File: src/edu_pkg.sv
package edu_pkg;

    localparam int BYTE_W  = 8;
    localparam int CODE_W  = 32;
    localparam int MAX_OUT = 5;
    localparam int LEFT_W  = $clog2(MAX_OUT + 1);

    localparam logic [CODE_W-1:0] CP_REPL      = 32'h0000_FFFD;
    localparam logic [CODE_W-1:0] CP_HI_LO     = 32'h0000_D800;
    localparam logic [CODE_W-1:0] CP_HI_HI     = 32'h0000_DBFF;
    localparam logic [CODE_W-1:0] CP_LO_LO     = 32'h0000_DC00;
    localparam logic [CODE_W-1:0] CP_LO_HI     = 32'h0000_DFFF;
    localparam logic [CODE_W-1:0] CP_SUPP_BASE = 32'h0001_0000;
    localparam logic [CODE_W-1:0] CP_LIMIT     = 32'h0011_0000;

    localparam logic [BYTE_W-1:0] CH_NUL    = 8'h00;
    localparam logic [BYTE_W-1:0] CH_BSLASH = 8'h5C;
    localparam logic [BYTE_W-1:0] CH_LOW_U  = 8'h75;
    localparam logic [BYTE_W-1:0] CH_UP_U   = 8'h55;
    localparam logic [BYTE_W-1:0] CH_LOW_X  = 8'h78;

    typedef struct packed {
        logic [3:0][BYTE_W-1:0] bytes;
        logic [2:0]             cnt;
    } t_utf8;

    // UTF-8 encoder; out-of-range code points give their low byte only
    function automatic t_utf8 utf8_encode(logic [CODE_W-1:0] c);
        t_utf8 r;
        r.bytes = '0;
        if (c < 32'h80) begin
            r.bytes[0] = c[7:0];
            r.cnt      = 3'd1;
        end else if (c < 32'h800) begin
            r.bytes[0] = {3'b110, c[10:6]};
            r.bytes[1] = {2'b10, c[5:0]};
            r.cnt      = 3'd2;
        end else if (c < CP_SUPP_BASE) begin
            r.bytes[0] = {4'b1110, c[15:12]};
            r.bytes[1] = {2'b10, c[11:6]};
            r.bytes[2] = {2'b10, c[5:0]};
            r.cnt      = 3'd3;
        end else if (c < CP_LIMIT) begin
            r.bytes[0] = {5'b11110, c[20:18]};
            r.bytes[1] = {2'b10, c[17:12]};
            r.bytes[2] = {2'b10, c[11:6]};
            r.bytes[3] = {2'b10, c[5:0]};
            r.cnt      = 3'd4;
        end else begin
            r.bytes[0] = c[7:0];
            r.cnt      = 3'd1;
        end
        return r;
    endfunction

endpackage

File: src/edu_if.sv
interface edu_in_if;
    logic                      valid;
    logic                      ready;
    logic [edu_pkg::BYTE_W-1:0] in_byte;
    logic                      in_last;

    modport source (output valid, in_byte, in_last, input ready);
    modport sink   (input valid, in_byte, in_last, output ready);
endinterface

interface edu_out_if;
    logic                      valid;
    logic                      ready;
    logic [edu_pkg::BYTE_W-1:0] out_byte;
    logic                      out_last;
    logic                      out_empty;

    modport source (output valid, out_byte, out_last, out_empty, input ready);
    modport sink   (input valid, out_byte, out_last, out_empty, output ready);
endinterface

File: src/escape_decode_to_utf8_core.sv
// Latency: the first result byte of an input beat is valid the cycle after it is accepted.
// Throughput: one input beat per cycle while each beat yields at most one byte and the output
// is not stalled; a beat that decodes to k bytes (k up to 5) holds off the next input while the
// result buffer drains one byte per cycle, as long as the output is ready.
// Reset (i_rst_n low, synchronous): decoder state idle, result buffer empty.
module escape_decode_to_utf8_core (
    input  logic     i_clk,
    input  logic     i_rst_n,
    edu_in_if.sink   i_in,
    edu_out_if.source o_out
);
    import edu_pkg::*;

    typedef enum logic [3:0] {
        M_IDLE    = 4'd0,
        M_ESC     = 4'd1,
        M_OCT     = 4'd2,
        M_HEX2    = 4'd3,
        M_HEX4    = 4'd4,
        M_HEX8    = 4'd5,
        M_HIGH    = 4'd6,
        M_HIGH_BS = 4'd7,
        M_LOW4    = 4'd8
    } t_mode;

    typedef struct packed {
        logic              emit;
        logic [CODE_W-1:0] code;
        logic              hold;
    } t_fin;

    typedef struct packed {
        logic              b_en;
        logic [BYTE_W-1:0] b_byte;
        t_mode             mode;
        logic [3:0]        cnt;
        logic [CODE_W-1:0] acc;
    } t_esc;

    typedef struct packed {
        logic              b_en;
        logic [BYTE_W-1:0] b_byte;
        t_mode             mode;
        logic              drop;
    } t_fresh;

    // close a digit escape; hold means a high surrogate waits for its pair
    function automatic t_fin fin_digits(t_mode m, logic [CODE_W-1:0] v, logic [3:0] c,
                                        logic last);
        t_fin f;
        f.emit = 1'b1;
        f.code = v;
        f.hold = 1'b0;
        case (m)
            M_OCT: f.code = v;
            M_HEX2: f.code = (c == 4'd0) ? CODE_W'(CH_LOW_X) : v;
            M_HEX8: f.code = (c == 4'd0) ? CODE_W'(CH_UP_U) : v;
            M_HEX4: begin
                if (c == 4'd0) begin
                    f.code = '0;
                end else if (c != 4'd4 || (v >= CP_LO_LO && v <= CP_LO_HI)) begin
                    f.code = CP_REPL;
                end else if (v >= CP_HI_LO && v <= CP_HI_HI) begin
                    if (last) begin
                        f.code = CP_REPL;
                    end else begin
                        f.emit = 1'b0;
                        f.hold = 1'b1;
                    end
                end
            end
            default: f.emit = 1'b0;
        endcase
        return f;
    endfunction

    function automatic t_fresh fresh_byte(logic [BYTE_W-1:0] b, logic last);
        t_fresh f;
        f.b_en   = 1'b0;
        f.b_byte = b;
        f.mode   = M_IDLE;
        f.drop   = 1'b0;
        if (b == CH_NUL) begin
            f.drop = 1'b1;
        end else if (b == CH_BSLASH) begin
            if (last) f.b_en = 1'b1;
            else      f.mode = M_ESC;
        end else begin
            f.b_en = 1'b1;
        end
        return f;
    endfunction

    // digit escapes ending on this same beat produce a single byte
    function automatic t_esc escape_char(logic [BYTE_W-1:0] b, logic last);
        t_esc e;
        e.b_en   = 1'b1;
        e.b_byte = b;
        e.mode   = M_IDLE;
        e.cnt    = '0;
        e.acc    = '0;
        case (b)
            8'h6E: e.b_byte = 8'h0A;
            8'h74: e.b_byte = 8'h09;
            8'h72: e.b_byte = 8'h0D;
            8'h62: e.b_byte = 8'h08;
            8'h66: e.b_byte = 8'h0C;
            8'h76: e.b_byte = 8'h0B;
            8'h61: e.b_byte = 8'h07;
            CH_LOW_X: begin
                e.b_en = last;
                if (!last) e.mode = M_HEX2;
            end
            CH_LOW_U: begin
                e.b_en   = last;
                e.b_byte = CH_NUL;
                if (!last) e.mode = M_HEX4;
            end
            CH_UP_U: begin
                e.b_en = last;
                if (!last) e.mode = M_HEX8;
            end
            8'h30, 8'h31, 8'h32, 8'h33, 8'h34, 8'h35, 8'h36, 8'h37: begin
                e.b_en   = last;
                e.b_byte = {5'b0, b[2:0]};
                e.cnt    = 4'd1;
                e.acc    = {29'b0, b[2:0]};
                if (!last) e.mode = M_OCT;
            end
            default: e.b_byte = b;
        endcase
        return e;
    endfunction

    t_mode             r_mode, n_mode;
    logic [3:0]        r_cnt, n_cnt;
    logic [CODE_W-1:0] r_acc, n_acc;
    logic [9:0]        r_high, n_high;
    logic              r_drop, n_drop;

    logic [BYTE_W-1:0] r_buf [MAX_OUT];
    logic [BYTE_W-1:0] n_buf [MAX_OUT];
    logic [LEFT_W-1:0] r_left, n_left;
    logic              r_last, r_empty, n_empty;

    logic              in_fire, out_fire;
    logic [BYTE_W-1:0] b;
    logic              last;

    logic              is_hex, is_oct, dig_ok;
    logic [3:0]        hex_d, dig, lim, cnt_inc;
    logic [CODE_W-1:0] acc_sh;

    t_fin              fin;
    t_esc              esc;
    t_fresh            frs;
    logic              a_en, b_en;
    logic [CODE_W-1:0] a_code;
    logic [BYTE_W-1:0] b_byte;
    t_utf8             enc;
    logic [2:0]        a_cnt;
    logic [LEFT_W-1:0] total;

    assign b        = i_in.in_byte;
    assign last     = i_in.in_last;
    assign in_fire  = i_in.valid && i_in.ready;
    assign out_fire = o_out.valid && o_out.ready;

    // input may enter when the buffer is empty or hands out its last byte now
    assign i_in.ready      = (r_left == '0) || (r_left == LEFT_W'(1) && o_out.ready);
    assign o_out.valid     = (r_left != '0);
    assign o_out.out_byte  = r_buf[0];
    assign o_out.out_last  = r_last && (r_left == LEFT_W'(1));
    assign o_out.out_empty = r_empty;

    always_comb begin
        is_oct = (b >= 8'h30 && b <= 8'h37);
        is_hex = 1'b0;
        hex_d  = b[3:0];
        if (b >= 8'h30 && b <= 8'h39) begin
            is_hex = 1'b1;
        end else if ((b >= 8'h41 && b <= 8'h46) || (b >= 8'h61 && b <= 8'h66)) begin
            is_hex = 1'b1;
            hex_d  = b[3:0] + 4'd9;
        end
        case (r_mode)
            M_OCT:          lim = 4'd3;
            M_HEX2:         lim = 4'd2;
            M_HEX4, M_LOW4: lim = 4'd4;
            M_HEX8:         lim = 4'd8;
            default:        lim = 4'd0;
        endcase
        dig_ok  = (r_mode == M_OCT) ? is_oct : is_hex;
        dig     = (r_mode == M_OCT) ? {1'b0, b[2:0]} : hex_d;
        acc_sh  = (r_mode == M_OCT) ? {r_acc[CODE_W-4:0], dig[2:0]}
                                    : {r_acc[CODE_W-5:0], dig};
        cnt_inc = r_cnt + 4'd1;
    end

    always_comb begin
        n_mode = r_mode;
        n_cnt  = r_cnt;
        n_acc  = r_acc;
        n_high = r_high;
        n_drop = r_drop;
        a_en   = 1'b0;
        a_code = '0;
        b_en   = 1'b0;
        b_byte = b;
        fin    = '0;
        esc    = '0;
        frs    = '0;
        if (!r_drop) begin
            case (r_mode)
                M_ESC: begin
                    esc    = escape_char(b, last);
                    b_en   = esc.b_en;
                    b_byte = esc.b_byte;
                    n_mode = esc.mode;
                    n_cnt  = esc.cnt;
                    n_acc  = esc.acc;
                end
                M_OCT, M_HEX2, M_HEX4, M_HEX8: begin
                    if (dig_ok && r_cnt < lim) begin
                        n_acc = acc_sh;
                        n_cnt = cnt_inc;
                        if (cnt_inc == lim || last) begin
                            fin    = fin_digits(r_mode, acc_sh, cnt_inc, last);
                            a_en   = fin.emit;
                            a_code = fin.code;
                            n_mode = fin.hold ? M_HIGH : M_IDLE;
                            if (fin.hold) n_high = acc_sh[9:0];
                        end
                    end else begin
                        // a non-digit byte closes the escape early: the byte restarts decode
                        fin    = fin_digits(r_mode, r_acc, r_cnt, 1'b0);
                        a_en   = fin.emit;
                        a_code = fin.code;
                        frs    = fresh_byte(b, last);
                        b_en   = frs.b_en;
                        b_byte = frs.b_byte;
                        n_mode = frs.mode;
                        n_drop = frs.drop;
                    end
                end
                M_HIGH: begin
                    if (b == CH_BSLASH && !last) begin
                        n_mode = M_HIGH_BS;
                    end else begin
                        a_en   = 1'b1;
                        a_code = CP_REPL;
                        frs    = fresh_byte(b, last);
                        b_en   = frs.b_en;
                        b_byte = frs.b_byte;
                        n_mode = frs.mode;
                        n_drop = frs.drop;
                    end
                end
                M_HIGH_BS: begin
                    if (b == CH_LOW_U && !last) begin
                        n_mode = M_LOW4;
                        n_cnt  = '0;
                        n_acc  = '0;
                    end else begin
                        a_en   = 1'b1;
                        a_code = CP_REPL;
                        esc    = escape_char(b, last);
                        b_en   = esc.b_en;
                        b_byte = esc.b_byte;
                        n_mode = esc.mode;
                        n_cnt  = esc.cnt;
                        n_acc  = esc.acc;
                    end
                end
                M_LOW4: begin
                    if (is_hex && r_cnt < lim) begin
                        n_acc = acc_sh;
                        n_cnt = cnt_inc;
                        if (cnt_inc == lim) begin
                            n_mode = M_IDLE;
                            a_en   = 1'b1;
                            if (acc_sh >= CP_LO_LO && acc_sh <= CP_LO_HI) begin
                                a_code = CP_SUPP_BASE + {12'b0, r_high, acc_sh[9:0]};
                            end else begin
                                a_code = CP_REPL;
                            end
                        end else if (last) begin
                            n_mode = M_IDLE;
                            a_en   = 1'b1;
                            a_code = CP_REPL;
                        end
                    end else begin
                        a_en   = 1'b1;
                        a_code = CP_REPL;
                        frs    = fresh_byte(b, last);
                        b_en   = frs.b_en;
                        b_byte = frs.b_byte;
                        n_mode = frs.mode;
                        n_drop = frs.drop;
                    end
                end
                default: begin
                    frs    = fresh_byte(b, last);
                    b_en   = frs.b_en;
                    b_byte = frs.b_byte;
                    n_mode = frs.mode;
                    n_drop = frs.drop;
                end
            endcase
        end
        if (last) begin
            n_mode = M_IDLE;
            n_cnt  = '0;
            n_acc  = '0;
            n_high = '0;
            n_drop = 1'b0;
        end
    end

    // result assembly: encoded code point bytes, then the trailing byte if any, or a NUL empty marker
    always_comb begin
        enc     = utf8_encode(a_code);
        a_cnt   = a_en ? enc.cnt : 3'd0;
        total   = LEFT_W'(a_cnt) + LEFT_W'(b_en);
        n_empty = 1'b0;
        for (int i = 0; i < MAX_OUT; i++) begin
            if (i < 4 && 3'(i) < a_cnt) n_buf[i] = enc.bytes[i];
            else                        n_buf[i] = b_byte;
        end
        if (last && total == '0) begin
            total    = LEFT_W'(1);
            n_buf[0] = CH_NUL;
            n_empty  = 1'b1;
        end
        n_left = r_left;
        if (in_fire)       n_left = total;
        else if (out_fire) n_left = r_left - LEFT_W'(1);
    end

    always_ff @(posedge i_clk) begin
        if (!i_rst_n) begin
            r_mode <= M_IDLE;
            r_cnt  <= '0;
            r_acc  <= '0;
            r_high <= '0;
            r_drop <= 1'b0;
            r_left <= '0;
        end else begin
            r_left <= n_left;
            if (in_fire) begin
                r_mode <= n_mode;
                r_cnt  <= n_cnt;
                r_acc  <= n_acc;
                r_high <= n_high;
                r_drop <= n_drop;
            end
        end
    end

    always_ff @(posedge i_clk) begin
        if (in_fire) begin
            r_buf   <= n_buf;
            r_last  <= last;
            r_empty <= n_empty;
        end else if (out_fire) begin
            for (int i = 0; i < MAX_OUT - 1; i++) r_buf[i] <= r_buf[i + 1];
        end
    end

endmodule

File: src/flat_wrapper.sv
// flat-port wrapper written by rule: the top's interface ports become plain ports
module escape_decode_to_utf8_core_flat import edu_pkg::*;
  (i_clk, i_rst_n, i_in_valid, i_in_in_byte, i_in_in_last, i_in_ready, o_out_valid, o_out_out_byte, o_out_out_last, o_out_out_empty, o_out_ready);
  edu_in_if i_in_i ();
  edu_out_if o_out_i ();
  input  logic i_clk;
  input  logic i_rst_n;
  input wire logic [$bits(i_in_i.valid)-1:0] i_in_valid;
  input wire logic [$bits(i_in_i.in_byte)-1:0] i_in_in_byte;
  input wire logic [$bits(i_in_i.in_last)-1:0] i_in_in_last;
  output wire logic [$bits(i_in_i.ready)-1:0] i_in_ready;
  output wire logic [$bits(o_out_i.valid)-1:0] o_out_valid;
  output wire logic [$bits(o_out_i.out_byte)-1:0] o_out_out_byte;
  output wire logic [$bits(o_out_i.out_last)-1:0] o_out_out_last;
  output wire logic [$bits(o_out_i.out_empty)-1:0] o_out_out_empty;
  input wire logic [$bits(o_out_i.ready)-1:0] o_out_ready;
  assign i_in_i.valid = i_in_valid;
  assign i_in_i.in_byte = i_in_in_byte;
  assign i_in_i.in_last = i_in_in_last;
  assign i_in_ready = i_in_i.ready;
  assign o_out_valid = o_out_i.valid;
  assign o_out_out_byte = o_out_i.out_byte;
  assign o_out_out_last = o_out_i.out_last;
  assign o_out_out_empty = o_out_i.out_empty;
  assign o_out_i.ready = o_out_ready;
  escape_decode_to_utf8_core u_core (.i_clk(i_clk), .i_rst_n(i_rst_n), .i_in(i_in_i), .o_out(o_out_i));
endmodule
File: config.mk
export PLATFORM = sky130hd
export DESIGN_NAME = escape_decode_to_utf8_core_flat
export DESIGN_NICKNAME = d
export VERILOG_FILES = /design/src/edu_pkg.sv /design/src/edu_if.sv /design/src/escape_decode_to_utf8_core.sv /design/src/flat_wrapper.sv
export SDC_FILE = /design/constraint.sdc
export NUM_CORES = 1
export LEC_CHECK = 0
export BUFFER_PORTS_ARGS = -buffer_cell sky130_fd_sc_hd__buf_2
export CAP_MARGIN = 30
export CORE_UTILIZATION = 55
export DETAILED_ROUTE_END_ITERATION = 8
export PLACE_DENSITY = 0.72
export SYNTH_ARGS = -nofsm -noshare
export SYNTH_HDL_FRONTEND = slang
export SYNTH_SLANG_ARGS = --single-unit
File: constraint.sdc
create_clock -name i_clk -period 16.95 [get_ports i_clk]
set_input_delay 0.8475 -clock i_clk [delete_from_list [all_inputs] [get_ports i_clk]]
set_output_delay 0.8475 -clock i_clk [all_outputs]
set_load 0.02 [all_outputs]
==> summary.md, run 1 <==
| Metric | Value |
|---|---|
| Post-Syn Instances | `1027` |
| Cell type with the largest total area after synthesis | `edfxtp_1` |
| Routed len/inst | `22.31 um` |
| Clock power share | `0.276` |
| Number of clock buffers inserted by TritonCTS | `9` |
| Number of buffer and inverter instances along the worst setup path | `2` |
| Grt ovf | `0` |
| Compound-cell area share of the yosys netlist | `0.2942` |
| Fraction of synthesis flops using an asynchronous set or reset pin | `0` |
| DP HPWL | `19.29 mm` |
| Antenna violations before repair | `0` |
| Net count after synthesis | `1057` |
| Area share of fa/ha/maj cells after synthesis | `0.02625` |
| Total of flip-flops plus latches after synthesis | `96` |
| Dpl cell area | `0.008170 sq mm` |
| Post-route minimum period | `6.445 ns` |
| R2r setup slk | `10.50 ns` |
| Peak supply drop | `0.1211 mV` |
| Data required, critical path | `17.04 ns` |
| Synth area leaders | `edfxtp_1, dfxtp_1, nand2_1` |
| Violated checks | `design-rule violations` |
| Highest cell delay on the worst timing path | `0.75 ns` |
| Count of buffers added by post-CTS timing repair for setup | `0` |
| Max cap viols | `0` |
| Proportion of layout cells with a drive suffix above 1 | `0.09400` |
| Number of nets at the end of the flow | `1025` |
| Setup-failing EPs final | `0` |
| Sort of element at the start of the critical path | `flip-flop` |
| Post-DR vias/cell | `6.887` |
| Setup TNS | `0 ns` |
| Period utilisation layout | `0.3802` |
| Top Family by Delay on Critical Path | `simple AND/OR/NAND/NOR gates` |
| Vias after detailed routing | `8127` |
| Average size of a mapped cell | `7.889 sq um` |
| Area fraction in and, or, nand and nor cells after synthesis | `0.2819` |
| Clock tree from TritonCTS | `built` |
| Clk Tree Root Cell | `clkbuf_16` |
| Clock latency at the later pin of the worst-skew pair | `0.37 ns` |
| Critical Path Slowest Stage Cell | `dfxtp_1` |
| Number of resized instances in the post-cts repair step | `0` |
| Leakage | `0.002928 uW` |
| Startpoint-to-endpoint class of the critical path | `flip-flop to flip-flop` |
| Core region area | `0.01415 sq mm` |
| Count of input and output buffers | `24` |
| Detail Route Antenna Nets | `0` |
| Post-synth EDFFs | `42` |
| Die Span X | `123.4 um` |
| Largest net degree at the start of global routing | `56` |
| Number of instances on the worst hold path | `2` |
| Final Max Slew Viols | `0` |
| Number of placed I/O pins | `25` |
| Total power after layout | `756.5 uW` |
| Flip-flop cell with the highest count after synthesis | `dfxtp_1` |
| Switching fraction of total power | `0.3502` |
| Commonest cells in the synthesized netlist | `nand2_1, o21ai_0, a21oi_1, nor2_1, dfxtp_1` |
| Endpoint class of the critical path | `flip-flop` |
| Net load switching power | `265.0 uW` |
| Relative contribution of sequential cells to total power | `0.446` |
| DRT Wirelength | `26.33 mm` |
| Outcome | `finished with violations` |
| Hold path start | `u_core.r_high[2]$_SDFFE_PN0P_` |
| Final estimated routing congestion in global placement | `0.9554` |
| End point of the most critical hold path | `u_core.r_high[2]$_SDFFE_PN0P_` |
| CTS Hold Bufs | `0` |
| Worst EP arrival | `6.54 ns` |
| Worst rel slew slack | `0.3376` |
| Worst Reg-to-Reg Cells | `18` |
| Hold WC Path Type | `flip-flop to flip-flop` |
| Actual slew at the worst max-slew pin | `0.9882 ns` |
| Post-synth design cell area | `0.008102 sq mm` |
| Detailed-router iteration count before antenna repair | `9` |
| Maximum level of the CTS H-tree | `3` |
| Internal Pwr Total | `491.6 uW` |
| Residual DRC count | `1` |
| Distinct cells, synth | `100` |
| Tightest hold margin | `0.5020 ns` |
| Initial Util | `0.5726` |
| Post-CTS clock slew at the launch and capture registers of the worst setup and hold paths | `0.08 ns` |
| Clock tree skew after final layout | `0.01359 ns` |
| Number of global-route vias before repair | `7111` |
| CTS sink count | `96` |
| Yosys synthesis warning count | `0` |
| FF-to-FF Start | `u_core.r_mode[1]$_SDFFE_PN0P_` |
| RSZ-0062 raised after global routing | `no` |
| Die extent in y | `123.4 um` |
| Top-count cell post-synth | `nand2_1` |
| Fraction of synthesized area in multiplexers | `0.03274` |
| Final standard cell area without fillers | `0.008458 sq mm` |
| R2R Path End | `u_core.o_out.out_byte[4]$_DFFE_PP_` |
| Die area | `0.01522 sq mm` |
| Total global routing track utilization | `0.3528` |
| Sequential share of the synthesized area | `0.2891` |
| Areal power density over the cells | `89.45 mW/mm^2` |
| Core Rows | `43` |
| Filler-free cell count of the finished design | `1180` |
| Highest attainable clock frequency | `155.2 MHz` |
| Critical path fanouts, max | `34` |
| Area share of xor/xnor cells in the synthesized design | `0.01745` |
| Cell mode on critical path | `ha_1` |
| Largest family of logic cells by synthesized area | `compound AO/OA/AOI/OAI gates` |
| Global-route wire length before repair | `40.15 mm` |
| Fillers | `1324` |
| DP Cell Count | `1164` |
| Layout overhead on the synthesized area | `4.402%` |
| Deepest clock path buffer count | `2` |
| Series of cell instances along the critical path | `or4b_1 -> buf_4 -> inv_8 -> ha_1 -> nor2b_1 -> mux2i_1 -> nor4_1 -> o221ai_1 -> o21ai_0 -> o21ai_1 -> nor4_1 -> a31oi_1 -> a21oi_1 -> ha_1 -> ha_1 -> or3_1 -> nor3_1 -> a211oi_1` |
| Share of Yosys cell area claimed by the top area cell type | `0.1557` |
| Count of endpoints failing hold in the final timing report | `0` |
| Drt initial violations | `1058` |
| Part of the power in combinational logic | `0.279` |
| Diode insertion count for antenna repair | `0` |
## per-layer routing
layer  wire length, um  up-vias  GRT usage
li1                  -     3789          -
met1             11850     3844     0.5126
met2             11290      438     0.5171
met3              2457       56    0.06089
met4               726        0     0.1318
met5                 0        -          0
## flip-flops by register name (all words and copies together), names as in the netlist
signal,count
u_core.r_acc,32
u_core.r_buf,32
u_core.r_high,10
u_core.o_out.out_byte,8
u_core.r_cnt,4
u_core.r_mode,4
u_core.r_left,3
u_core.o_out.out_empty,1
u_core.r_drop,1
u_core.r_last,1
## cells in the final DEF (no fill, tap or decap), types with 5 or more instances in the layout
cell type    n
o31a_1       6
a21oi_1     71
and3_1      15
nor2_1      67
a32o_1       6
xnor2_1      6
nand2_1    120
a211oi_1    14
or3_1       16
o21ai_1      6
a31oi_1     15
and2_1      23
nor3_1      25
buf_4       10
o221ai_1     6
nand4_1      9
o21ai_0     71
nor4_1      10
o31ai_1     12
or2_2        5
mux2i_1     18
o211ai_1    13
a22oi_1     25
edfxtp_1    42
a22o_1       7
nand2b_1     9
inv_1       23
ha_1        17
nor2b_1     45
buf_2       24
nand3_1     41
nand3b_1     8
a21boi_0     6
dfxtp_1     54
o21a_1      13
o211a_1      6
a221oi_1     5
clkbuf_16    9
mux2_2       5
## worst reg2reg max path: stages, from the launching register on
cell      delay, ns
dfxtp_1        0.75
or4b_1         0.49
buf_4          0.24
inv_8          0.22
ha_1           0.28
nor2b_1        0.14
mux2i_1        0.12
nor4_1         0.49
o221ai_1       0.37
o21ai_0        0.29
o21ai_1        0.21
nor4_1         0.67
a31oi_1        0.33
a21oi_1        0.24
ha_1           0.19
ha_1           0.24
or3_1          0.43
nor3_1         0.37
a211oi_1       0.09
## metrics by stage
step,setup WS [ns],util
3_5_place_dp,10.61,0.5774
3_3_place_gp,10.77,0.5766
4_1_cts,10.62,0.5978
2_1_floorplan,10.99,-
6_report,10.50,0.5978
5_1_grt,9.832,0.5978
## worst max-delay path by stage
| stage | startpoint | to | depth (start not counted) |
|---|---|---|---|
| 2_1_floorplan | u_core.r_mode[2]$_SDFFE_PN0P_ | u_core.o_out.out_byte[0]$_DFFE_PP_ | 22 |
| 3_3_place_gp | u_core.r_mode[1]$_SDFFE_PN0P_ | u_core.o_out.out_byte[0]$_DFFE_PP_ | 18 |
| 3_5_place_dp | u_core.r_mode[1]$_SDFFE_PN0P_ | u_core.o_out.out_byte[0]$_DFFE_PP_ | 19 |
| 4_1_cts | u_core.r_mode[1]$_SDFFE_PN0P_ | u_core.o_out.out_byte[0]$_DFFE_PP_ | 19 |
| 5_1_grt | u_core.r_mode[1]$_SDFFE_PN0P_ | u_core.o_out.out_byte[5]$_DFFE_PP_ | 18 |
| 6_report | u_core.r_mode[1]$_SDFFE_PN0P_ | u_core.o_out.out_byte[4]$_DFFE_PP_ | 18 |
## kinds of logic (layout without fill, tap and decap cells)
family          count (synthesis)  in the layout
simple gates                  433            433
buf+inv                       103             76
fa+ha+maj                      17             17
mux                            25             25
xor+xnor                       12             12
compound gates                341            341
flops                          96             96
## power by group through the flow
stage               combinational [uW]  clock (uW)  sequential (uW)
floorplan                          165           0              333
global placement                   205           0              340
detailed placement                 210           0              340
CTS                                211         210              336
global route                       230         216              342
finish                             211         208              337
## cell type report
class / count / area (sq um) / share of cell area
Tap cell: 180 / 225.2 / 0.02663
Sequential cell: 96 / 2342 / 0.2769
Clock inverter: 7 / 62.56 / 0.007396
Clock buffer: 9 / 225.2 / 0.02663
Multi-Input combinational cell: 828 / 5295 / 0.6260
Timing Repair Buffer: 35 / 206.4 / 0.02441
Inverter: 25 / 101.3 / 0.01198
No activity file was read; power rests on OpenSTA's default activity.
==> run 2: changes to the inputs <==
==> constraint.sdc (replaced) <==
create_clock -name i_clk -period 6.55 [get_ports i_clk]
set_input_delay 0.3275 -clock i_clk [delete_from_list [all_inputs] [get_ports i_clk]]
set_output_delay 0.3275 -clock i_clk [all_outputs]
set_load 0.02 [all_outputs]
==> run 2 against run 1 <==
The run now ends clean. Sequential cell count is the same. Total power grew to 2.6 times the previous value. Via count grew 1.4%. First-iteration DRC count shrank 16%. Sequential power grew to 2.6 times the previous value. Critical path type unchanged. Fmax grew 6.7%. Register-to-register slack lost 10 ns. Critical endpoint is now u_core.o_out.out_byte[3]$_DFFE_PP_. Clock power grew to 2.8 times the previous value. Largest power group unchanged.
==> summary.md, run 2 (same netlist as run 1, synthesis figures left out) <==
| Metric | Value |
|---|---|
| FF-to-FF Start | `u_core.r_mode[3]$_SDFFE_PN0P_` |
| Relative contribution of sequential cells to total power | `0.437 (-0.009)` |
| DRT Wirelength | `26.72 mm (+1.5%)` |
| Proportion of layout cells with a drive suffix above 1 | `0.1028 (+0.008767)` |
| Highest attainable clock frequency | `165.6 MHz (+6.7%)` |
| Areal power density over the cells | `232.1 mW/mm^2 (+160%)` |
| Sort of element at the start of the critical path | `flip-flop` |
| Net load switching power | `652.4 uW (+150%)` |
| Maximum level of the CTS H-tree | `3 (unchanged)` |
| Most common library cell in the layout ignoring fill and taps | `nand2_1` |
| Worst EP arrival | `6.12 ns (-0.42 ns)` |
| Total global routing track utilization | `0.3600 (+0.007209)` |
| Deepest clock path buffer count | `2 (unchanged)` |
| Count of input and output buffers | `24 (unchanged)` |
| Antenna violations before repair | `0 (unchanged)` |
| Residual DRC count | `0 (-1)` |
| Number of global-route vias before repair | `7354 (+3.4%)` |
| Part of the power in combinational logic | `0.274 (-0.005)` |
| Critical path fanouts, max | `34 (unchanged)` |
| Worst rel slew slack | `0.3149 (-0.02272)` |
| Die extent in y | `123.4 um (unchanged)` |
| Final Max Slew Viols | `0 (unchanged)` |
| Internal Pwr Total | `1337 uW (+170%)` |
| Peak supply drop | `0.3062 mV (+150%)` |
| Number of resized instances in the post-cts repair step | `0 (unchanged)` |
| Final standard cell area without fillers | `0.008571 sq mm (+1.3%)` |
| Number of nets at the end of the flow | `1037 (+1.2%)` |
| Dpl ws | `0.6428 ns (-9.972 ns)` |
| Setup-failing EPs final | `0 (unchanged)` |
| Number of placed I/O pins | `25 (unchanged)` |
| Max cap viols | `0 (unchanged)` |
| Routed len/inst | `22.41 um (+0.46%)` |
| Hold WC Path Type | `input pin to flip-flop` |
| Die area | `0.01522 sq mm (unchanged)` |
| Vias after detailed routing | `8237 (+1.4%)` |
| Utilization after layout | `0.6057 (+0.007958)` |
| Data required, critical path | `6.63 ns (-10.41 ns)` |
| Fillers | `1338 (+1.1%)` |
| CTS Hold Bufs | `0 (unchanged)` |
| Global-route wire length before repair | `41.21 mm (+2.6%)` |
| Clk Tree Root Cell | `clkbuf_16` |
| Worst Setup Slack, final | `0.5115 ns (-9.993 ns)` |
| Clock power share | `0.289 (+0.013)` |
| Drt initial violations | `893 (-16%)` |
| Largest net degree at the start of global routing | `56 (unchanged)` |
| Clock latency at the later pin of the worst-skew pair | `0.36 ns (about the same)` |
| Commonest cells after routing, fill and taps aside | `nand2_1, a21oi_1, o21ai_0` |
| Grt ovf | `0 (unchanged)` |
| Core Rows | `43 (unchanged)` |
| Dpl cell area | `0.008252 sq mm (+1.0%)` |
| Diode insertion count for antenna repair | `0 (unchanged)` |
| Count of endpoints failing hold in the final timing report | `0 (unchanged)` |
| Actual slew at the worst max-slew pin | `1.017 ns (+0.02872 ns)` |
| RSZ-0062 raised after global routing | `no` |
| Hold path start | `o_out_ready` |
| Post-route minimum period | `6.038 ns (-0.4066 ns)` |
| Detail Route Antenna Nets | `0 (unchanged)` |
| Die Span X | `123.4 um (unchanged)` |
| Detailed-router iteration count before antenna repair | `5 (-4)` |
| Switching fraction of total power | `0.3280 (-0.02226)` |
| Outcome | `finished, final reports clean` |
| Post-CTS clock slew at the launch and capture registers of the worst setup and hold paths | `0.07 ns (about the same)` |
| Post-DR vias/cell | `6.910 (+0.33%)` |
| Core region area | `0.01415 sq mm (unchanged)` |
| Period utilisation layout | `0.9219 (+0.5417)` |
| Initial Util | `0.5726 (unchanged)` |
| Setup TNS | `0 ns (unchanged)` |
| Layout overhead on the synthesized area | `5.792%` |
| Launching element of the worst setup path | `u_core.r_mode[3]$_SDFFE_PN0P_` |
| Leakage | `0.003006 uW (+2.7%)` |
| Leading registers by flop count | `u_core.r_acc: 32 flops, u_core.r_buf: 32 flops, u_core.r_high: 10 flops` |
| Count of buffers added by post-CTS timing repair for setup | `0 (unchanged)` |
| Clock tree skew after final layout | `0.01106 ns (-0.002529 ns)` |
| Final estimated routing congestion in global placement | `0.9928 (+3.9%)` |
| Startpoint-to-endpoint class of the critical path | `flip-flop to flip-flop` |
| CTS sink count | `96 (unchanged)` |
| Number of clock buffers inserted by TritonCTS | `9 (unchanged)` |
| DP HPWL | `19.66 mm (+1.9%)` |
| Clock tree from TritonCTS | `built` |
| Endpoint class of the critical path | `flip-flop` |
run 2: critical path: stages, from the launching register on:
cell	delay [ns]
dfxtp_1	0.43
or4b_1	0.67
inv_8	0.25
ha_1	0.29
nor2b_1	0.15
mux2_2	0.19
a41oi_2	0.20
nor3_2	0.63
a211oi_1	0.21
o211a_1	0.30
a41oi_1	0.43
nor2_1	0.11
a31oi_1	0.40
a21oi_1	0.13
ha_1	0.22
ha_1	0.29
or3_1	0.43
or2_1	0.29
inv_2	0.06
o41ai_1	0.08
run 2: final timing paths:
path                                                            to  slack [ns]  depth (start not counted)
worst max-delay path            u_core.o_out.out_byte[3]$_DFFE_PP_        0.51                         19
worst min register to register       u_core.r_high[3]$_SDFFE_PN0P_        0.49                          2
worst min-delay path                 u_core.r_left[2]$_SDFFE_PN0P_        0.25                          3
worst max register to register  u_core.o_out.out_byte[3]$_DFFE_PP_        0.51                         19
run 2: area by class of cell:
type,instances,area [sq um],area share
Tap cell,180,225.2,0.02628
Sequential cell,96,2342,0.2733
Timing Repair Buffer,47,292.8,0.03416
Inverter,25,101.3,0.01182
Clock buffer,9,225.2,0.02628
Multi-Input combinational cell,828,5290,0.6172
Clock inverter,7,93.84,0.01095
run 2: power groups by stage:
| stage | logic (uW) | clock network, uW | registers [uW] |
|---|---|---|---|
| floorplan | 427 | 0 | 861 |
| global placement | 531 | 0 | 878 |
| detailed placement | 541 | 0 | 878 |
| CTS | 541 | 583 | 868 |
| global route | 595 | 599 | 881 |
| finish | 544 | 575 | 870 |
run 2: per-stage QoR:
step                      total power, uW  hold slack [ns]  instances
final                                1989           0.2464       1192
after global placement               1409           0.4808       1176
after floorplan                      1287           0.4264       1027
after global routing                 2075           0.2720       1192
after CTS                            1992           0.2432       1192
after detailed placement             1419           0.4849       1176
run 2: routing by layer:
metal | track usage | vias up | part of all wire | routed length, um
met4 | 0.1348 | 0 | 0.029 | 787
met1 | 0.5145 | 3948 | 0.45 | 12050
met2 | 0.5276 | 405 | 0.43 | 11360
met3 | 0.07611 | 66 | 0.094 | 2521
met5 | 0 | - | 0 | 0
li1 | - | 3818 | - | -
==> run 3: changes to the inputs <==
--- a/config.mk
+++ b/config.mk
@@ -7,9 +7,9 @@
 export LEC_CHECK = 0
 export BUFFER_PORTS_ARGS = -buffer_cell sky130_fd_sc_hd__buf_2
 export CAP_MARGIN = 30
-export CORE_UTILIZATION = 55
+export CORE_UTILIZATION = 60
 export DETAILED_ROUTE_END_ITERATION = 8
-export PLACE_DENSITY = 0.72
+export PLACE_DENSITY = 0.77
 export SYNTH_ARGS = -nofsm -noshare
 export SYNTH_HDL_FRONTEND = slang
 export SYNTH_SLANG_ARGS = --single-unit
==> run 3 against run 2 <==
Sequential cell count is the same. Clock skew up 0.0018 ns. Clock power increased by 1%. Worst hold slack gained 0.00091 ns. Worst setup slack gained 0.13 ns. Final area grew 0.39%. Combinational power barely moved. Largest power group unchanged. Sequential share of layout area down 0.11 points. Register-to-register slack better by 0.13 ns. Global-route usage up 1.4 points. Clock-buffer cell count up 4.
==> summary.md, run 3 (same netlist as run 1, synthesis figures left out) <==
| Metric | Value |
|---|---|
| DRT Wirelength | `25.75 mm (-3.6%)` |
| Drt initial violations | `1092 (+22%)` |
| Detailed-router iteration count before antenna repair | `6 (+1)` |
| Final estimated routing congestion in global placement | `0.9920 (about the same)` |
| CTS sink count | `96 (unchanged)` |
| Clock latency at the later pin of the worst-skew pair | `0.36 ns (about the same)` |
| Leakage | `0.003035 uW (+0.97%)` |
| Clock tree from TritonCTS | `built` |
| Setup TNS | `0 ns (unchanged)` |
| Routed len/inst | `21.60 um (-3.6%)` |
| Detail Route Antenna Nets | `0 (unchanged)` |
| Antenna violations before repair | `0 (unchanged)` |
| Sort of element at the start of the critical path | `flip-flop` |
| Deepest clock path buffer count | `2 (unchanged)` |
| Grt ovf | `0 (unchanged)` |
| Critical path fanouts, max | `33 (-2.9%)` |
| Series of cell instances along the critical path | `or4b_1 -> inv_8 -> buf_4 -> a2111oi_0 -> or2_4 -> nand4_1 -> nor4_2 -> buf_4 -> a221oi_1 -> nand2_1 -> o31a_1 -> a31oi_1 -> a21oi_1 -> ha_1 -> ha_1 -> or3_1 -> nor3_1 -> a211oi_1` |
| Total area of multi-input combinational cells | `0.005290 sq mm (unchanged)` |
| Fillers | `1205 (-9.9%)` |
| Core region area | `0.01319 sq mm (-6.8%)` |
| Outcome | `finished, final reports clean` |
| Post-DR vias/cell | `6.868 (-0.61%)` |
| Storage cell area | `0.002342 sq mm (unchanged)` |
| Die area | `0.01397 sq mm (-8.2%)` |
| Number of clock buffers inserted by TritonCTS | `9 (unchanged)` |
| Most common library cell in the layout ignoring fill and taps | `nand2_1` |
| Count of endpoints failing hold in the final timing report | `0 (unchanged)` |
| Peak supply drop | `0.1437 mV (-53%)` |
| Number of nets at the end of the flow | `1041 (+0.39%)` |
| Max cap viols | `0 (unchanged)` |
| Top Family by Delay on Critical Path | `simple AND/OR/NAND/NOR gates` |
| Critical Path Slowest Stage Cell | `or4b_1` |
| Die Span X | `118.2 um (-4.2%)` |
| Residual DRC count | `0 (unchanged)` |
| Maximum level of the CTS H-tree | `3 (unchanged)` |
| DP HPWL | `18.69 mm (-4.9%)` |
| Actual slew at the worst max-slew pin | `0.8978 ns (-0.1191 ns)` |
| Number of global-route vias before repair | `7405 (+0.69%)` |
| Clk Tree Root Cell | `clkbuf_16` |
| Largest net degree at the start of global routing | `56 (unchanged)` |
| Count of input and output buffers | `24 (unchanged)` |
| Initial Util | `0.6142 (+0.04166)` |
| Leading registers by flop count | `u_core.r_acc: 32 flops, u_core.r_buf: 32 flops, u_core.r_high: 10 flops` |
| Vias after detailed routing | `8187 (-0.61%)` |
| Layout overhead on the synthesized area | `6.208%` |
| Endpoint class of the critical path | `flip-flop` |
| Diode insertion count for antenna repair | `0 (unchanged)` |
| Areal power density over the cells | `231.2 mW/mm^2 (-0.41%)` |
| Post-route minimum period | `5.911 ns (-0.1274 ns)` |
| RSZ-0062 raised after global routing | `no` |
| Total global routing track utilization | `0.3736 (+0.01360)` |
| Highest cell delay on the worst timing path | `0.71 ns (+0.04 ns)` |
| CTS Hold Bufs | `0 (unchanged)` |
| Post-CTS clock slew at the launch and capture registers of the worst setup and hold paths | `0.08 ns (about the same)` |
| Die extent in y | `118.2 um (-4.2%)` |
| Worst EP arrival | `6.01 ns (-0.11 ns)` |
| Number of buffer and inverter instances along the worst setup path | `3 (+1)` |
| Data required, critical path | `6.65 ns (+0.02 ns)` |
| Core Rows | `42 (-2.3%)` |
| Setup-failing EPs final | `0 (unchanged)` |
| Tightest hold margin | `0.2473 ns (+0.0009080 ns)` |
| Number of resized instances in the post-cts repair step | `0 (unchanged)` |
| Hold WC Path Type | `input pin to flip-flop` |
| Number of placed I/O pins | `25 (unchanged)` |
| Period utilisation layout | `0.9025 (-0.01945)` |
| Proportion of layout cells with a drive suffix above 1 | `0.1073 (+0.004517)` |
| Worst rel slew slack | `0.3998 (+0.08490)` |
| Clock tree skew after final layout | `0.01285 ns (+0.001797 ns)` |
| Count of buffers added by post-CTS timing repair for setup | `0 (unchanged)` |
| Highest attainable clock frequency | `169.2 MHz (+2.2%)` |
| Startpoint-to-endpoint class of the critical path | `flip-flop to flip-flop` |
| Commonest cells after routing, fill and taps aside | `nand2_1, a21oi_1, o21ai_0` |
| Final Max Slew Viols | `0 (unchanged)` |
| Global-route wire length before repair | `40.71 mm (-1.2%)` |
==> run 3: area by class of cell <==
type | count | area share
Clock buffer | 13 | 0.03519
Clock inverter | 3 | 0.002908
Inverter | 25 | 0.01178
Multi-Input combinational cell | 828 | 0.6148
Sequential cell | 96 | 0.2722
Tap cell | 176 | 0.02559
Timing Repair Buffer | 51 | 0.03752
==> run 3: worst register-to-register path: stages (launching register included) <==
cell and delay, ns:
dfxtp_1 0.48, or4b_1 0.71, inv_8 0.09, buf_4 0.36, a2111oi_0 0.21, or2_4 0.30
nand4_1 0.17, nor4_2 0.07, buf_4 0.18, a221oi_1 0.55, nand2_1 0.18, o31a_1 0.41
a31oi_1 0.35, a21oi_1 0.14, ha_1 0.23, ha_1 0.30, or3_1 0.44, nor3_1 0.39
a211oi_1 0.11
==> run 3: path summary, 6_finish.rpt <==
path | from | to | depth (start not counted) | slack, ns
worst max-delay path | u_core.r_mode[2]$_SDFFE_PN0P_ | u_core.o_out.out_byte[5]$_DFFE_PP_ | 18 | 0.64
worst min-delay path | o_out_ready | u_core.r_left[2]$_SDFFE_PN0P_ | 3 | 0.25
worst max register to register | u_core.r_mode[2]$_SDFFE_PN0P_ | u_core.o_out.out_byte[5]$_DFFE_PP_ | 18 | 0.64
worst min register to register | u_core.r_left[1]$_SDFFE_PN0P_ | u_core.r_left[1]$_SDFFE_PN0P_ | 1 | 0.51
==> run 3: power by group <==
part           switching, uW  internal, uW  total (uW)
clock network            253           328         581
logic                    359           184         543
registers               44.8           820         865
total                    657          1330        1990
==> run 3: through the flow <==
step | std cells | power, uW | util | cell area, sq um | worst slack, ns
after floorplan | 1027 | 1287 | - | 8102 | 0.5931
after global placement | 1175 | 1400 | 0.6269 | 8269 | 0.9109
after detailed placement | 1175 | 1413 | 0.6269 | 8269 | 0.8126
after CTS | 1191 | 1988 | 0.6518 | 8597 | 0.7393
after global routing | 1192 | 2078 | 0.6523 | 8605 | 0.2698
final | 1192 | 1989 | 0.6523 | 8605 | 0.6389
==> run 3: routing by layer <==
layer / vias to the layer above / wire length, um / global-route usage
li1: 3822 / - / -
met1: 3828 / 10890 / 0.4991
met2: 454 / 11530 / 0.5728
met3: 83 / 2187 / 0.07191
met4: 0 / 1139 / 0.1947
met5: - / 0 / 0
